<file path="src/rtl/hypercube_diagnosis_tester_select_defines.svh">
// ----------------------------------------------------------------------------
// Hypercube diagnosis tester select - assertion macros
// Concurrent assertion wrappers; defining NO_ASSERTIONS compiles them out.
// ----------------------------------------------------------------------------
`ifndef HYPERCUBE_DIAGNOSIS_TESTER_SELECT_DEFINES_SVH
`define HYPERCUBE_DIAGNOSIS_TESTER_SELECT_DEFINES_SVH

`ifndef NO_ASSERTIONS
// clocked assertion with synchronous reset disable
`define HDTS_ASSERT(lbl, clk, rst, prop, msg) \
   lbl: assert property (@(posedge clk) disable iff (rst) prop) else $error(msg);
// clocked assertion that also holds during reset
`define HDTS_ASSERT_ALWAYS(lbl, clk, prop, msg) \
   lbl: assert property (@(posedge clk) prop) else $error(msg);
`else
`define HDTS_ASSERT(lbl, clk, rst, prop, msg)
`define HDTS_ASSERT_ALWAYS(lbl, clk, prop, msg)
`endif

`endif

</file>
<file path="src/rtl/hdts_pkg.sv">
// ----------------------------------------------------------------------------
// Hypercube diagnosis tester select - package
// Shared constants, register indexes, opcodes and controller state type.
// ----------------------------------------------------------------------------
`default_nettype none

package hdts_pkg;

   // default sizing
   localparam int NODES_DEFAULT       = 16;
   localparam int COUNT_WIDTH_DEFAULT = 16;

   // register indexes on the config port
   localparam logic REG_NODE_ID = 1'b0;
   localparam logic REG_DIMS    = 1'b1;

   // register reset values
   localparam logic [3:0] NODE_ID_RESET = 4'd0;
   localparam logic [2:0] DIMS_RESET    = 3'd4;

   // input opcodes
   localparam logic OP_MERGE = 1'b0;
   localparam logic OP_LIST  = 1'b1;

   // controller states
   typedef enum logic [5:0] {
      ST_IDLE   = 6'b000001,
      ST_MREAD  = 6'b000010,
      ST_MCHECK = 6'b000100,
      ST_LREAD  = 6'b001000,
      ST_LCHECK = 6'b010000,
      ST_LFLUSH = 6'b100000
   } state_type;

endpackage

`default_nettype wire

</file>
<file path="src/rtl/hypercube_diagnosis_tester_select.sv">
// ----------------------------------------------------------------------------
// Hypercube diagnosis tester select - top level
// Per-node diagnosis engine: merges gossiped event counters and computes the
// list of nodes this engine must test in a hypercube of 2^dims nodes.
//
//   channel   direction  handshake            payload
//   req_*     in         req_valid/req_ready  opcode, entry_index, entry_value
//   rsp_*     out        rsp_valid/rsp_ready  novelty, tested_node, list_empty,
//                                             last
//   csr       in/out     APB psel/penable     node_id (0x0), dims (0x4)
//
// One item at a time; req_ready is high while the controller is idle, even
// when a result still waits in the output register.
// Merge steps: accept, counter read, compare and write back.
// List: each counter probe is a RAM read then a check; with d levels the scan
// makes between d*2^d and 2^d*(2^d-1) probes, plus accept and final flush.
// The counter RAM port is used once per probe. Reset needs no clearing pass:
// per-entry valid bits give unwritten counters their reset value.
// A full output register stalls the controller where it must push a result.
// ----------------------------------------------------------------------------
`default_nettype none

`include "hypercube_diagnosis_tester_select_defines.svh"

module hypercube_diagnosis_tester_select #(
   parameter int NODES       = hdts_pkg::NODES_DEFAULT,
   parameter int COUNT_WIDTH = hdts_pkg::COUNT_WIDTH_DEFAULT
) (
   input  wire logic               clock,
   input  wire logic               reset,
   // input items
   input  wire logic               req_valid,
   output logic                    req_ready,
   input  wire logic               req_opcode,
   input  wire logic [3:0]         req_entry_index,
   input  wire logic signed [15:0] req_entry_value,
   // result items
   output logic                    rsp_valid,
   input  wire logic               rsp_ready,
   output logic                    rsp_novelty,
   output logic [3:0]              rsp_tested_node,
   output logic                    rsp_list_empty,
   output logic                    rsp_last,
   // configuration port
   input  wire logic               psel,
   input  wire logic               penable,
   input  wire logic               pwrite,
   input  wire logic [2:0]         paddr,
   input  wire logic [31:0]        pwdata,
   output logic [31:0]             prdata,
   output logic                    pready
);

   localparam int AW   = $clog2(NODES);
   localparam int DMAX = ((1 << AW) > NODES) ? AW - 1 : AW;
   localparam int EW   = (COUNT_WIDTH > 16) ? COUNT_WIDTH : 16;
   localparam logic [2:0] DMAX_L = 3'(DMAX);
   localparam logic signed [EW-1:0] CMAX = EW'((64'sd1 <<< (COUNT_WIDTH - 1)) - 64'sd1);
   localparam logic signed [EW-1:0] CMIN = ~CMAX;

   // ------------------------------------------------------------------------
   // configuration registers
   // ------------------------------------------------------------------------
   logic [3:0] node_id_ff;
   logic [2:0] dims_ff;
   logic       csr_write;

   assign pready    = 1'b1;
   assign csr_write = psel && penable && pwrite && pready;

   always_ff @(posedge clock) begin
      if (reset) begin
         node_id_ff <= hdts_pkg::NODE_ID_RESET;
         dims_ff    <= hdts_pkg::DIMS_RESET;
      end else if (csr_write) begin
         if (paddr[2] == hdts_pkg::REG_NODE_ID) begin
            node_id_ff <= pwdata[3:0];
         end else begin
            dims_ff <= pwdata[2:0];
         end
      end
   end

   // register readback
   always_comb begin
      prdata = '0;
      if (paddr[2] == hdts_pkg::REG_NODE_ID) begin
         prdata[3:0] = node_id_ff;
      end else begin
         prdata[2:0] = dims_ff;
      end
   end

   // ------------------------------------------------------------------------
   // counter store: RAM plus per-entry valid bits
   // ------------------------------------------------------------------------
   logic                   ram_we;
   logic                   ram_re;
   logic [AW-1:0]          ram_raddr;
   logic [COUNT_WIDTH-1:0] ram_rdata;
   logic [NODES-1:0]       valid_ff;
   logic [NODES-1:0]       valid_in;
   logic                   rd_valid_ff;
   logic                   rd_zero_ff;
   logic signed [COUNT_WIDTH-1:0] cur_count;
   logic                   fault_free;

   // merge operands
   logic [AW-1:0]                 mrg_idx_ff,     mrg_idx_in;
   logic                          mrg_inrange_ff, mrg_inrange_in;
   logic signed [COUNT_WIDTH-1:0] mrg_val_ff,     mrg_val_in;

   hdts_ram #(
      .WIDTH (COUNT_WIDTH),
      .DEPTH (NODES)
   ) u_counts (
      .clock (clock),
      .we    (ram_we),
      .waddr (mrg_idx_ff),
      .wdata (mrg_val_ff),
      .re    (ram_re),
      .raddr (ram_raddr),
      .rdata (ram_rdata)
   );

   always_ff @(posedge clock) begin
      if (reset) begin
         valid_ff <= '0;
      end else begin
         valid_ff <= valid_in;
      end
   end

   // track whether the entry being read was ever written
   always_ff @(posedge clock) begin
      if (ram_re) begin
         rd_valid_ff <= valid_ff[ram_raddr];
         rd_zero_ff  <= (ram_raddr == '0);
      end
   end

   // unwritten entries read as reset value: 0 for entry 0, else all ones
   always_comb begin
      if (rd_valid_ff) begin
         cur_count = ram_rdata;
      end else if (rd_zero_ff) begin
         cur_count = '0;
      end else begin
         cur_count = '1;
      end
   end

   assign fault_free = !cur_count[0] || (&cur_count);

   // ------------------------------------------------------------------------
   // merge value: sign-extend then saturate to counter width
   // ------------------------------------------------------------------------
   logic signed [EW-1:0] ext_val;
   logic signed [EW-1:0] sat_val;

   assign ext_val = EW'(req_entry_value);

   always_comb begin
      if (ext_val > CMAX) begin
         sat_val = CMAX;
      end else if (ext_val < CMIN) begin
         sat_val = CMIN;
      end else begin
         sat_val = ext_val;
      end
   end

   // ------------------------------------------------------------------------
   // scan geometry
   // ------------------------------------------------------------------------
   logic [2:0]    d_eff;
   logic [AW:0]   n_full;
   logic [AW:0]   n_less;
   logic [AW-1:0] i_mask;
   logic [AW-1:0] scan_i_ff, scan_i_in;
   logic [2:0]    scan_s_ff, scan_s_in;
   logic [AW-1:0] scan_k_ff, scan_k_in;
   logic [AW-1:0] cs_bit;
   logic [AW-1:0] cs_mask;
   logic [AW-1:0] ik_sum;
   logic [AW-1:0] probe_addr;
   logic [AW-1:0] probe_ff,  probe_in;
   logic          node_match;
   logic          k_last;
   logic          s_last;
   logic          i_last;

   assign d_eff  = (dims_ff > DMAX_L) ? DMAX_L : dims_ff;
   assign n_full = (AW + 1)'(1) << d_eff;
   assign n_less = n_full - (AW + 1)'(1);
   assign i_mask = n_less[AW-1:0];

   // cluster c(i,s): flip bit s, keep higher bits, rotate over lower bits
   assign cs_bit     = AW'(1) << scan_s_ff;
   assign cs_mask    = cs_bit - AW'(1);
   assign ik_sum     = scan_i_ff + scan_k_ff;
   assign probe_addr = ((scan_i_ff ^ cs_bit) & ~cs_mask) | (ik_sum & cs_mask);

   assign node_match = (32'(probe_ff) == 32'(node_id_ff));
   assign k_last     = (scan_k_ff == cs_mask);
   assign s_last     = (scan_s_ff == (d_eff - 3'd1));
   assign i_last     = (scan_i_ff == i_mask);

   // ------------------------------------------------------------------------
   // controller
   // ------------------------------------------------------------------------
   hdts_pkg::state_type state_ff, state_in;

   logic       pend_valid_ff, pend_valid_in;
   logic [3:0] pend_node_ff,  pend_node_in;

   logic       out_valid_ff, out_valid_in;
   logic       out_nov_ff,   out_nov_in;
   logic [3:0] out_node_ff,  out_node_in;
   logic       out_empty_ff, out_empty_in;
   logic       out_last_ff,  out_last_in;
   logic       out_free;
   logic       merge_upd;

   assign out_free  = !out_valid_ff || rsp_ready;
   assign req_ready = (state_ff == hdts_pkg::ST_IDLE);
   assign merge_upd = mrg_inrange_ff && (mrg_val_ff > cur_count);

   always_comb begin
      state_in       = state_ff;
      mrg_idx_in     = mrg_idx_ff;
      mrg_inrange_in = mrg_inrange_ff;
      mrg_val_in     = mrg_val_ff;
      scan_i_in      = scan_i_ff;
      scan_s_in      = scan_s_ff;
      scan_k_in      = scan_k_ff;
      probe_in       = probe_ff;
      pend_valid_in  = pend_valid_ff;
      pend_node_in   = pend_node_ff;
      valid_in       = valid_ff;
      ram_we         = 1'b0;
      ram_re         = 1'b0;
      ram_raddr      = probe_addr;
      // output register drains on its own handshake
      out_valid_in   = out_valid_ff && !rsp_ready;
      out_nov_in     = out_nov_ff;
      out_node_in    = out_node_ff;
      out_empty_in   = out_empty_ff;
      out_last_in    = out_last_ff;

      case (state_ff)
         hdts_pkg::ST_IDLE: begin
            if (req_valid) begin
               if (req_opcode == hdts_pkg::OP_MERGE) begin
                  mrg_idx_in     = AW'(req_entry_index);
                  mrg_inrange_in = (32'(req_entry_index) < NODES);
                  mrg_val_in     = COUNT_WIDTH'(sat_val);
                  state_in       = hdts_pkg::ST_MREAD;
               end else begin
                  scan_i_in     = '0;
                  scan_s_in     = '0;
                  scan_k_in     = '0;
                  pend_valid_in = 1'b0;
                  state_in      = (d_eff == 3'd0) ? hdts_pkg::ST_LFLUSH
                                                  : hdts_pkg::ST_LREAD;
               end
            end
         end

         // merge: read current entry
         hdts_pkg::ST_MREAD: begin
            ram_re    = 1'b1;
            ram_raddr = mrg_idx_ff;
            state_in  = hdts_pkg::ST_MCHECK;
         end

         // merge: keep the larger value, report the result
         hdts_pkg::ST_MCHECK: begin
            if (out_free) begin
               ram_we = merge_upd;
               if (merge_upd) begin
                  valid_in[mrg_idx_ff] = 1'b1;
               end
               out_valid_in = 1'b1;
               out_nov_in   = merge_upd && (mrg_val_ff != '0);
               out_node_in  = '0;
               out_empty_in = 1'b0;
               out_last_in  = 1'b1;
               state_in     = hdts_pkg::ST_IDLE;
            end
         end

         // list: fetch one cluster member
         hdts_pkg::ST_LREAD: begin
            ram_re    = 1'b1;
            ram_raddr = probe_addr;
            probe_in  = probe_addr;
            state_in  = hdts_pkg::ST_LCHECK;
         end

         // list: first fault-free member decides the tester of node i
         hdts_pkg::ST_LCHECK: begin
            if (!(fault_free && node_match && pend_valid_ff && !out_free)) begin
               if (fault_free && node_match) begin
                  if (pend_valid_ff) begin
                     out_valid_in = 1'b1;
                     out_nov_in   = 1'b0;
                     out_node_in  = pend_node_ff;
                     out_empty_in = 1'b0;
                     out_last_in  = 1'b0;
                  end
                  pend_valid_in = 1'b1;
                  pend_node_in  = 4'(scan_i_ff);
               end
               state_in = hdts_pkg::ST_LREAD;
               if (!fault_free && !k_last) begin
                  scan_k_in = scan_k_ff + AW'(1);
               end else begin
                  scan_k_in = '0;
                  if (!s_last) begin
                     scan_s_in = scan_s_ff + 3'd1;
                  end else begin
                     scan_s_in = '0;
                     if (i_last) begin
                        state_in = hdts_pkg::ST_LFLUSH;
                     end else begin
                        scan_i_in = scan_i_ff + AW'(1);
                     end
                  end
               end
            end
         end

         // list: final result marked last, or the empty-list result
         hdts_pkg::ST_LFLUSH: begin
            if (out_free) begin
               out_valid_in = 1'b1;
               out_nov_in   = 1'b0;
               out_node_in  = pend_valid_ff ? pend_node_ff : 4'd0;
               out_empty_in = !pend_valid_ff;
               out_last_in  = 1'b1;
               state_in     = hdts_pkg::ST_IDLE;
            end
         end

         default: begin
            state_in = hdts_pkg::ST_IDLE;
         end
      endcase
   end

   // control registers
   always_ff @(posedge clock) begin
      if (reset) begin
         state_ff      <= hdts_pkg::ST_IDLE;
         pend_valid_ff <= 1'b0;
         out_valid_ff  <= 1'b0;
      end else begin
         state_ff      <= state_in;
         pend_valid_ff <= pend_valid_in;
         out_valid_ff  <= out_valid_in;
      end
   end

   // payload registers
   always_ff @(posedge clock) begin
      mrg_idx_ff     <= mrg_idx_in;
      mrg_inrange_ff <= mrg_inrange_in;
      mrg_val_ff     <= mrg_val_in;
      scan_i_ff      <= scan_i_in;
      scan_s_ff      <= scan_s_in;
      scan_k_ff      <= scan_k_in;
      probe_ff       <= probe_in;
      pend_node_ff   <= pend_node_in;
      out_nov_ff     <= out_nov_in;
      out_node_ff    <= out_node_in;
      out_empty_ff   <= out_empty_in;
      out_last_ff    <= out_last_in;
   end

   assign rsp_valid       = out_valid_ff;
   assign rsp_novelty     = out_nov_ff;
   assign rsp_tested_node = out_node_ff;
   assign rsp_list_empty  = out_empty_ff;
   assign rsp_last        = out_last_ff;

   // ------------------------------------------------------------------------
   // assertions
   // ------------------------------------------------------------------------
   `HDTS_ASSERT(a_write_in_merge, clock, reset, ram_we |-> (state_ff == hdts_pkg::ST_MCHECK && mrg_inrange_ff && out_free), "counter write outside merge check")
   `HDTS_ASSERT(a_empty_is_last, clock, reset, (rsp_valid && rsp_list_empty) |-> (rsp_last && !rsp_novelty), "empty-list item not marked last")
   `HDTS_ASSERT(a_flush_last, clock, reset, (state_ff == hdts_pkg::ST_LFLUSH && out_free) |=> (rsp_valid && rsp_last && state_ff == hdts_pkg::ST_IDLE), "list run did not end with last item")

endmodule

`default_nettype wire

</file>
<file path="src/rtl/hdts_ram.sv">
// ----------------------------------------------------------------------------
// Hypercube diagnosis tester select - generic RAM
// One write port, one read port, read data registered.
// ----------------------------------------------------------------------------
`default_nettype none

module hdts_ram #(
   parameter int WIDTH = 16,
   parameter int DEPTH = 16
) (
   input  wire logic                     clock,
   input  wire logic                     we,
   input  wire logic [$clog2(DEPTH)-1:0] waddr,
   input  wire logic [WIDTH-1:0]         wdata,
   input  wire logic                     re,
   input  wire logic [$clog2(DEPTH)-1:0] raddr,
   output logic      [WIDTH-1:0]         rdata
);

   logic [WIDTH-1:0] mem_ff [DEPTH];

   // write port
   always_ff @(posedge clock) begin
      if (we) begin
         mem_ff[waddr] <= wdata;
      end
   end

   // read port, data holds while re is low
   always_ff @(posedge clock) begin
      if (re) begin
         rdata <= mem_ff[raddr];
      end
   end

endmodule

`default_nettype wire
</file>
<file path="config.mk">
export PLATFORM = sky130hd
export DESIGN_NAME = hypercube_diagnosis_tester_select
export DESIGN_NICKNAME = d
export VERILOG_FILES = /design/src/rtl/hdts_pkg.sv /design/src/rtl/hypercube_diagnosis_tester_select.sv /design/src/rtl/hdts_ram.sv
export VERILOG_INCLUDE_DIRS = /design/src /design/src/rtl
export SDC_FILE = /design/constraint.sdc
export NUM_CORES = 1
export LEC_CHECK = 0
export BUFFER_PORTS_ARGS = -buffer_cell sky130_fd_sc_hd__buf_2
export CAP_MARGIN = 30
export CELL_PAD_IN_SITES_DETAIL_PLACEMENT = 0
export CELL_PAD_IN_SITES_GLOBAL_PLACEMENT = 1
export CORE_MARGIN = 3
export CORE_UTILIZATION = 33
export CTS_CLUSTER_DIAMETER = 80
export DETAILED_ROUTE_END_ITERATION = 8
export PLACE_DENSITY = 0.61
export SYNTH_ARGS = -nofsm -noshare
export SYNTH_HDL_FRONTEND = slang
export SYNTH_SLANG_ARGS = --single-unit
</file>
<file path="constraint.sdc">
create_clock -name clock -period 6.05 [get_ports clock]
set_input_delay 0.605 -clock clock [delete_from_list [all_inputs] [get_ports clock]]
set_output_delay 0.605 -clock clock [all_outputs]
set_load 0.01 [all_outputs]
</file>
Word level (Yosys, flattened, before mapping)
Memories as Yosys holds them, arrays and structs flattened. A register that Yosys moved wholly into a read port is not among the register bits.
Cells that the tools add are included.
{"block": "word_totals", "reg_bits": 79, "ram_bits": 256, "in_bits": 63, "wordCells": 173, "mem_count": 1}
{"block": "classes", "addsub": 7, "order_cmp": 7, "eq_ne": 21, "n_shift": 2, "n_mux": 68, "bitwise_logic": 9, "n_reduce_logical": 39}
{"memory": "u_counts.mem_ff", "depth": 16, "word_bits": 16, "rd": 1, "rd_clocked_by_memory_dff": 1, "wr": 1, "line_no": "hdts_ram.sv:20", "text": "logic [WIDTH-1:0] mem_ff [DEPTH];"}
{"op": "$mux W4", "n": 15}
{"op": "$mux W16", "n": 3}
{"op": "$mux W6", "n": 8}
{"op": "$pmux W6 S5", "n": 1}
{"op": "$mux W1", "n": 23}
{"op": "$mux W3", "n": 7}
{"op": "$ne A2 B2 Y1 const B", "n": 9}
{"op": "$gt A16 B16 Y1", "n": 1}
{"op": "$gt A16 B16 Y1 const B", "n": 1}
{"op": "$lt A16 B16 Y1 const B", "n": 1}
{"op": "$or A16 B16 Y16", "n": 1}
{"op": "$pmux W4 S2", "n": 2}
{"op": "$reduce_and A16 Y1", "n": 1}
{"op": "$reduce_bool A16 Y1", "n": 1}
{"op": "$reduce_and A5 Y1", "n": 3}
{"op": "$eq A4 B4 Y1", "n": 3}
{"op": "$pmux W4 S3", "n": 1}
{"op": "$reduce_and A3 Y1", "n": 4}
{"op": "$lt A4 B5 Y1 const B", "n": 2}
{"op": "$logic_and A1 B1 Y1", "n": 9}
{"op": "$add A4 B1 Y4 const B", "n": 2}
{"op": "$and A4 B4 Y4", "n": 2}
{"op": "$shl A1 B3 Y4 const A", "n": 2}
{"op": "$sub A4 B1 Y4 const B", "n": 2}
{"op": "33 further kinds", "n": 49}

Logic depth before layout (Yosys ltp)
{"block": "logic_depth", "word_depth": 10, "mapped_depth": 13}

Cells and area by module
A second synthesis with hierarchy kept.
{"block": "hier_totals", "cells_unflattened": 885, "area_unflattened_um2": 14938.1}
{"mod": "hdts_ram", "instances": 1, "cells_each": 432, "area_each_um2": 10203.5, "seq_area_each_um2": 8167.8}
{"mod": "hypercube_diagnosis_tester_select", "instances": 1, "cells_each": 453, "area_each_um2": 4734.5, "seq_area_each_um2": 2062.0}

Least setup slack after synthesis
Ideal clock, no wire load.
{"block": "synth_path", "path_kind": "register -> register", "start": "register rd_valid_ff", "end": "memory u_counts.mem_ff[12][0], enable pin", "setup_time_ns": 0.430, "arrival_ns": 4.250, "path_slack_ns": 1.370, "stages_incl_launch_ff": 14, "path_buffers": 3, "synth_period_minus_slack_ns": 4.680, "path_cell_list": "edfxtp_1 -> buf_2 -> nor2_1 -> clkbuf_1 -> a21oi_1 -> ha_1 -> and3_1 -> nand4_1 -> nor2_1 -> o21ai_0 -> o211ai_1 -> mux2_2 -> buf_2 -> nor4_1"}
{"block": "synth_via", "elab_chain_cells": 6}
{"element": "from (decl)", "line_no": "hypercube_diagnosis_tester_select.sv:103", "text": "logic rd_valid_ff;"}
{"element": "from (signal assigned)", "line_no": "hypercube_diagnosis_tester_select.sv:137", "text": "rd_valid_ff <= valid_ff[ram_raddr];"}
{"element": "$mux W16", "line_no": "hypercube_diagnosis_tester_select.sv:144", "text": "if (rd_valid_ff) begin"}
{"element": "$gt A16 B16 Y1", "line_no": "hypercube_diagnosis_tester_select.sv:227", "text": "assign merge_upd = mrg_inrange_ff && (mrg_val_ff > cur_count);"}
{"element": "$mux W1", "line_no": "hypercube_diagnosis_tester_select.sv:279", "text": "if (out_free) begin"}
{"element": "$mux W1", "line_no": "hypercube_diagnosis_tester_select.sv:251", "text": "case (state_ff)"}
{"element": "$mux W1", "line_no": "hdts_ram.sv:24", "text": "if (we) begin"}
{"element": "$mux W1 (implied by the code)", "line_no": "hdts_ram.sv:25", "text": "mem_ff[waddr] <= wdata;"}
{"element": "to (decl)", "line_no": "hdts_ram.sv:20"}
No other way between the ends.

Final worst setup path
{"block": "layout_path", "start": "register rd_valid_ff", "end": "memory u_counts.mem_ff[1][10], enable pin"}
The elaborated chain is that of the path after synthesis.

==> impl_metrics.toml <==
[clock_network]
cts_tree = "yes"
ctsResizeCount = 0
postCtsHoldBufs = 0
cts_max_level = 2
clock_path_buffers = 3
cts_buffers = 39
clock-root-buffer = "clkbuf_16"
cts.sinks = 351
clk_pin_slew_ns = 0.06
clk_latency_ns = 0.54
post_cts_buffers = 0

[logic_synthesis]
synth_ff_type = "edfxtp_1"
synthesis.area_um2 = 15600
yosys.cell_types.count = 63
ys_seq_elements = 351
synth_edf_count = 320
syn_inst = 1013
synthArstFlopShare_pct = 0
syn_avg_cell_area_um2 = 15.4
yosysWarnings = 0
seq_area_frac_synth_pct = 65.7

[timing]
fin_skew_ns = 0.0171
relSlewSlack_pct = 37.5
period_share_pct = 70.7
whs_ns = 0.240
setup_violations = 0
tns_ns = 0
final-hold-violation-count = 0
rsz0062_at_grt = "false"
max_clock_freq_mhz = 234
worstMarginPinSlew_ns = 0.932
fin_crit_ns = 4.28
final_max_slew_viol_count = 0

[layout]
final_common_cell = "edfxtp_1"
areaGrowthSynthToFinish_pct = 13.6
stdcell_count = 1701
final_cell_mix = "edfxtp_1 (320), mux2i_1 (257), buf_2 (46), clkbuf_16 (40), inv_1 (35)"
diodes = 0
final_nets = 1168
design_area_um2 = 17700
drive_gt1_share_pct = 15.7

[drt]
drtIter0Drc = 503
drc = 0
dr.pass1.iters = 4
antenna_left = 0
vias_per_cell = 4.81
wire_per_inst_um = 19.9
wirelength_um = 33800
vias = 8174

[floorplanning]
dieArea_um2 = 49800
floorplan.initialDensity_pct = 33.9
rows = 78
die_height_um = 223
core_um2 = 46000
die_w_um = 223
ios = 105

[placement]
place_inst = 1634
portBuffers = 45
hpwl_um = 21100
gp_congestion = 0.743
dpl_cell_area_um2 = 16500

[global_routing]
grt_usage_pct = 13.4
antenna_found_initial = 0
grt_max_degree = 63
grt_pass1_wl_um = 51200
grt-ovfl-total = 0
grt_pass1_vias = 8304

[setup_path]
startpoint_type = "register"
path_cells = "nor2_1 -> buf_4 -> a21oi_1 -> ha_1 -> and3_1 -> nand4_1 -> nor3_1 -> or3_1 -> nor3_2 -> buf_4"
rrSetupSlack_ns = 1.77
max_stage_delay_ns = 0.88
worstReg2RegStart = "rd_valid_ff$_DFFE_PP_"
crit_top_cell = "buf_4"
cp_slowest_cell = "nor3_2"
r2r-end = "u_counts.mem_ff[1][10]$_DFFE_PP_"
critPathRequiredTime_ns = 6.26
cp-end-kind = "register"
crit_arrival_ns = 4.49
crit_type = "reg -> reg"
cp_max_fo = 19
cp-startpoint = "rd_valid_ff$_DFFE_PP_"
reg2reg_depth = 10

[worst_hold_path]
min-delay-start = "req_entry_value[5]"
hold_path_depth = 1
holdPathEnd = "mrg_val_ff[5]$_SDFFCE_PN1P_"
holdCritPathClass = "in -> reg"

[pwr]
peakVddDrop_v = 0.000319
p_leak_nw = 6.56
p_per_area_nw_per_um2 = 398
power.total_w = 0.00704

[run]
cap_violations = 0

[status]
outcome = "complete, no violations"
-- worst max path at each step --
stage / slack [ns] / to / cells after the start
final: 1.77 / u_counts.mem_ff[1][10]$_DFFE_PP_ / 10
after global routing: 1.52 / u_counts.mem_ff[1][10]$_DFFE_PP_ / 10
after CTS: 1.71 / u_counts.mem_ff[1][10]$_DFFE_PP_ / 10
after detailed placement: 1.72 / u_counts.mem_ff[1][9]$_DFFE_PP_ / 10
after global placement: 1.73 / u_counts.mem_ff[10][7]$_DFFE_PP_ / 13
after floorplan: 1.37 / u_counts.mem_ff[12][0]$_DFFE_PP_ / 13
-- layout make-up --
| cell class | instances | area (µm²) |
|---|---|---|
| sequential | 351 | 10200 |
| tap | 600 | 751 |
| inverter | 36 | 135 |
| clock inverter | 21 | 170 |
| clock buffer | 46 | 1020 |
| timing repair buffer | 83 | 528 |
| fill | 4278 | 28300 |
| multi-input combinational | 564 | 4840 |
-- critical path: cells and delay by family, from the launching register on --
family,cells,cell delay [ns]
simple gates,6,2.26
compound gates,1,0.06
buf+inv,2,0.61
fa+ha+maj,1,0.32
flops,1,0.68
-- flip-flops by register name, summed over array words and instances (netlist names) --
register	count
pend_valid_ff	1
node_id_ff	4
scan_i_ff	4
dims_ff	3
scan_k_ff	4
valid_ff	16
rsp_tested_node	4
rsp_last	1
mrg_idx_ff	4
rd_zero_ff	1
u_counts.mem_ff	256
rsp_novelty	1
probe_ff	4
pend_node_ff	4
scan_s_ff	3
rsp_list_empty	1
mrg_val_ff	16
rsp_valid	1
state_ff	6
rd_valid_ff	1
u_counts.rdata	16
-- cell families (layout without fill, tap and decap cells) --
family | Yosys count | in the layout | synth area share [%]
flip-flops | 351 | 351 | 65.7
multiplexers | 267 | 267 | 17.6
AND/OR/NAND/NOR | 139 | 139 | 4.90
buffers and inverters | 125 | 186 | 4.49
AO/OA/AOI/OAI | 74 | 74 | 3.39
adder cells (fa/ha/maj) | 31 | 31 | 2.53
XOR/XNOR | 24 | 24 | 1.35
other | 2 | 29 | 0.0483
-- routing by layer --
metal	wire (µm)	GRT usage (%)
met3	870	1.86
met1	15900	18.2
met5	0	0
met4	631	3.59
met2	16500	22.7
-- metrics by stage --
stage,util (%),worst slack (ns)
global placement,35.8,1.73
finish,38.5,1.77
floorplan,-,1.37
detailed placement,35.9,1.72
CTS,38.5,1.71
global route,38.5,1.52
-- report_power, final --
group | switching, W | internal (W) | total (W)
sequential | 0.000118 | 0.00282 | 0.00294
combinational | 0.00108 | 0.000804 | 0.00188
clock | 0.000923 | 0.00129 | 0.00222
total | 0.00212 | 0.00492 | 0.00704
-- cell usage after synthesis, types with 5 or more instances --
master / n / area [µm²]
a21oi_1: 21 / 105
mux2_2: 5 / 56.3
mux2i_1: 257 / 2570
nor2_1: 28 / 105
buf_2: 15 / 75.1
nor4_1: 13 / 81.3
nand3_1: 5 / 25.0
a21o_1: 5 / 37.5
buf_4: 33 / 248
o32ai_1: 16 / 140
dfxtp_1: 31 / 621
clkbuf_1: 28 / 105
xnor2_1: 17 / 149
ha_1: 29 / 363
nand2b_1: 7 / 43.8
nor3_1: 21 / 105
inv_1: 35 / 131
xor2_1: 7 / 61.3
nor2b_1: 9 / 56.3
and2_1: 6 / 37.5
buf_6: 10 / 113
edfxtp_1: 320 / 9610
nand4_1: 9 / 56.3
o21ai_0: 5 / 25.0
nand2_1: 20 / 75.1
(Power assumes the default switching activity.)
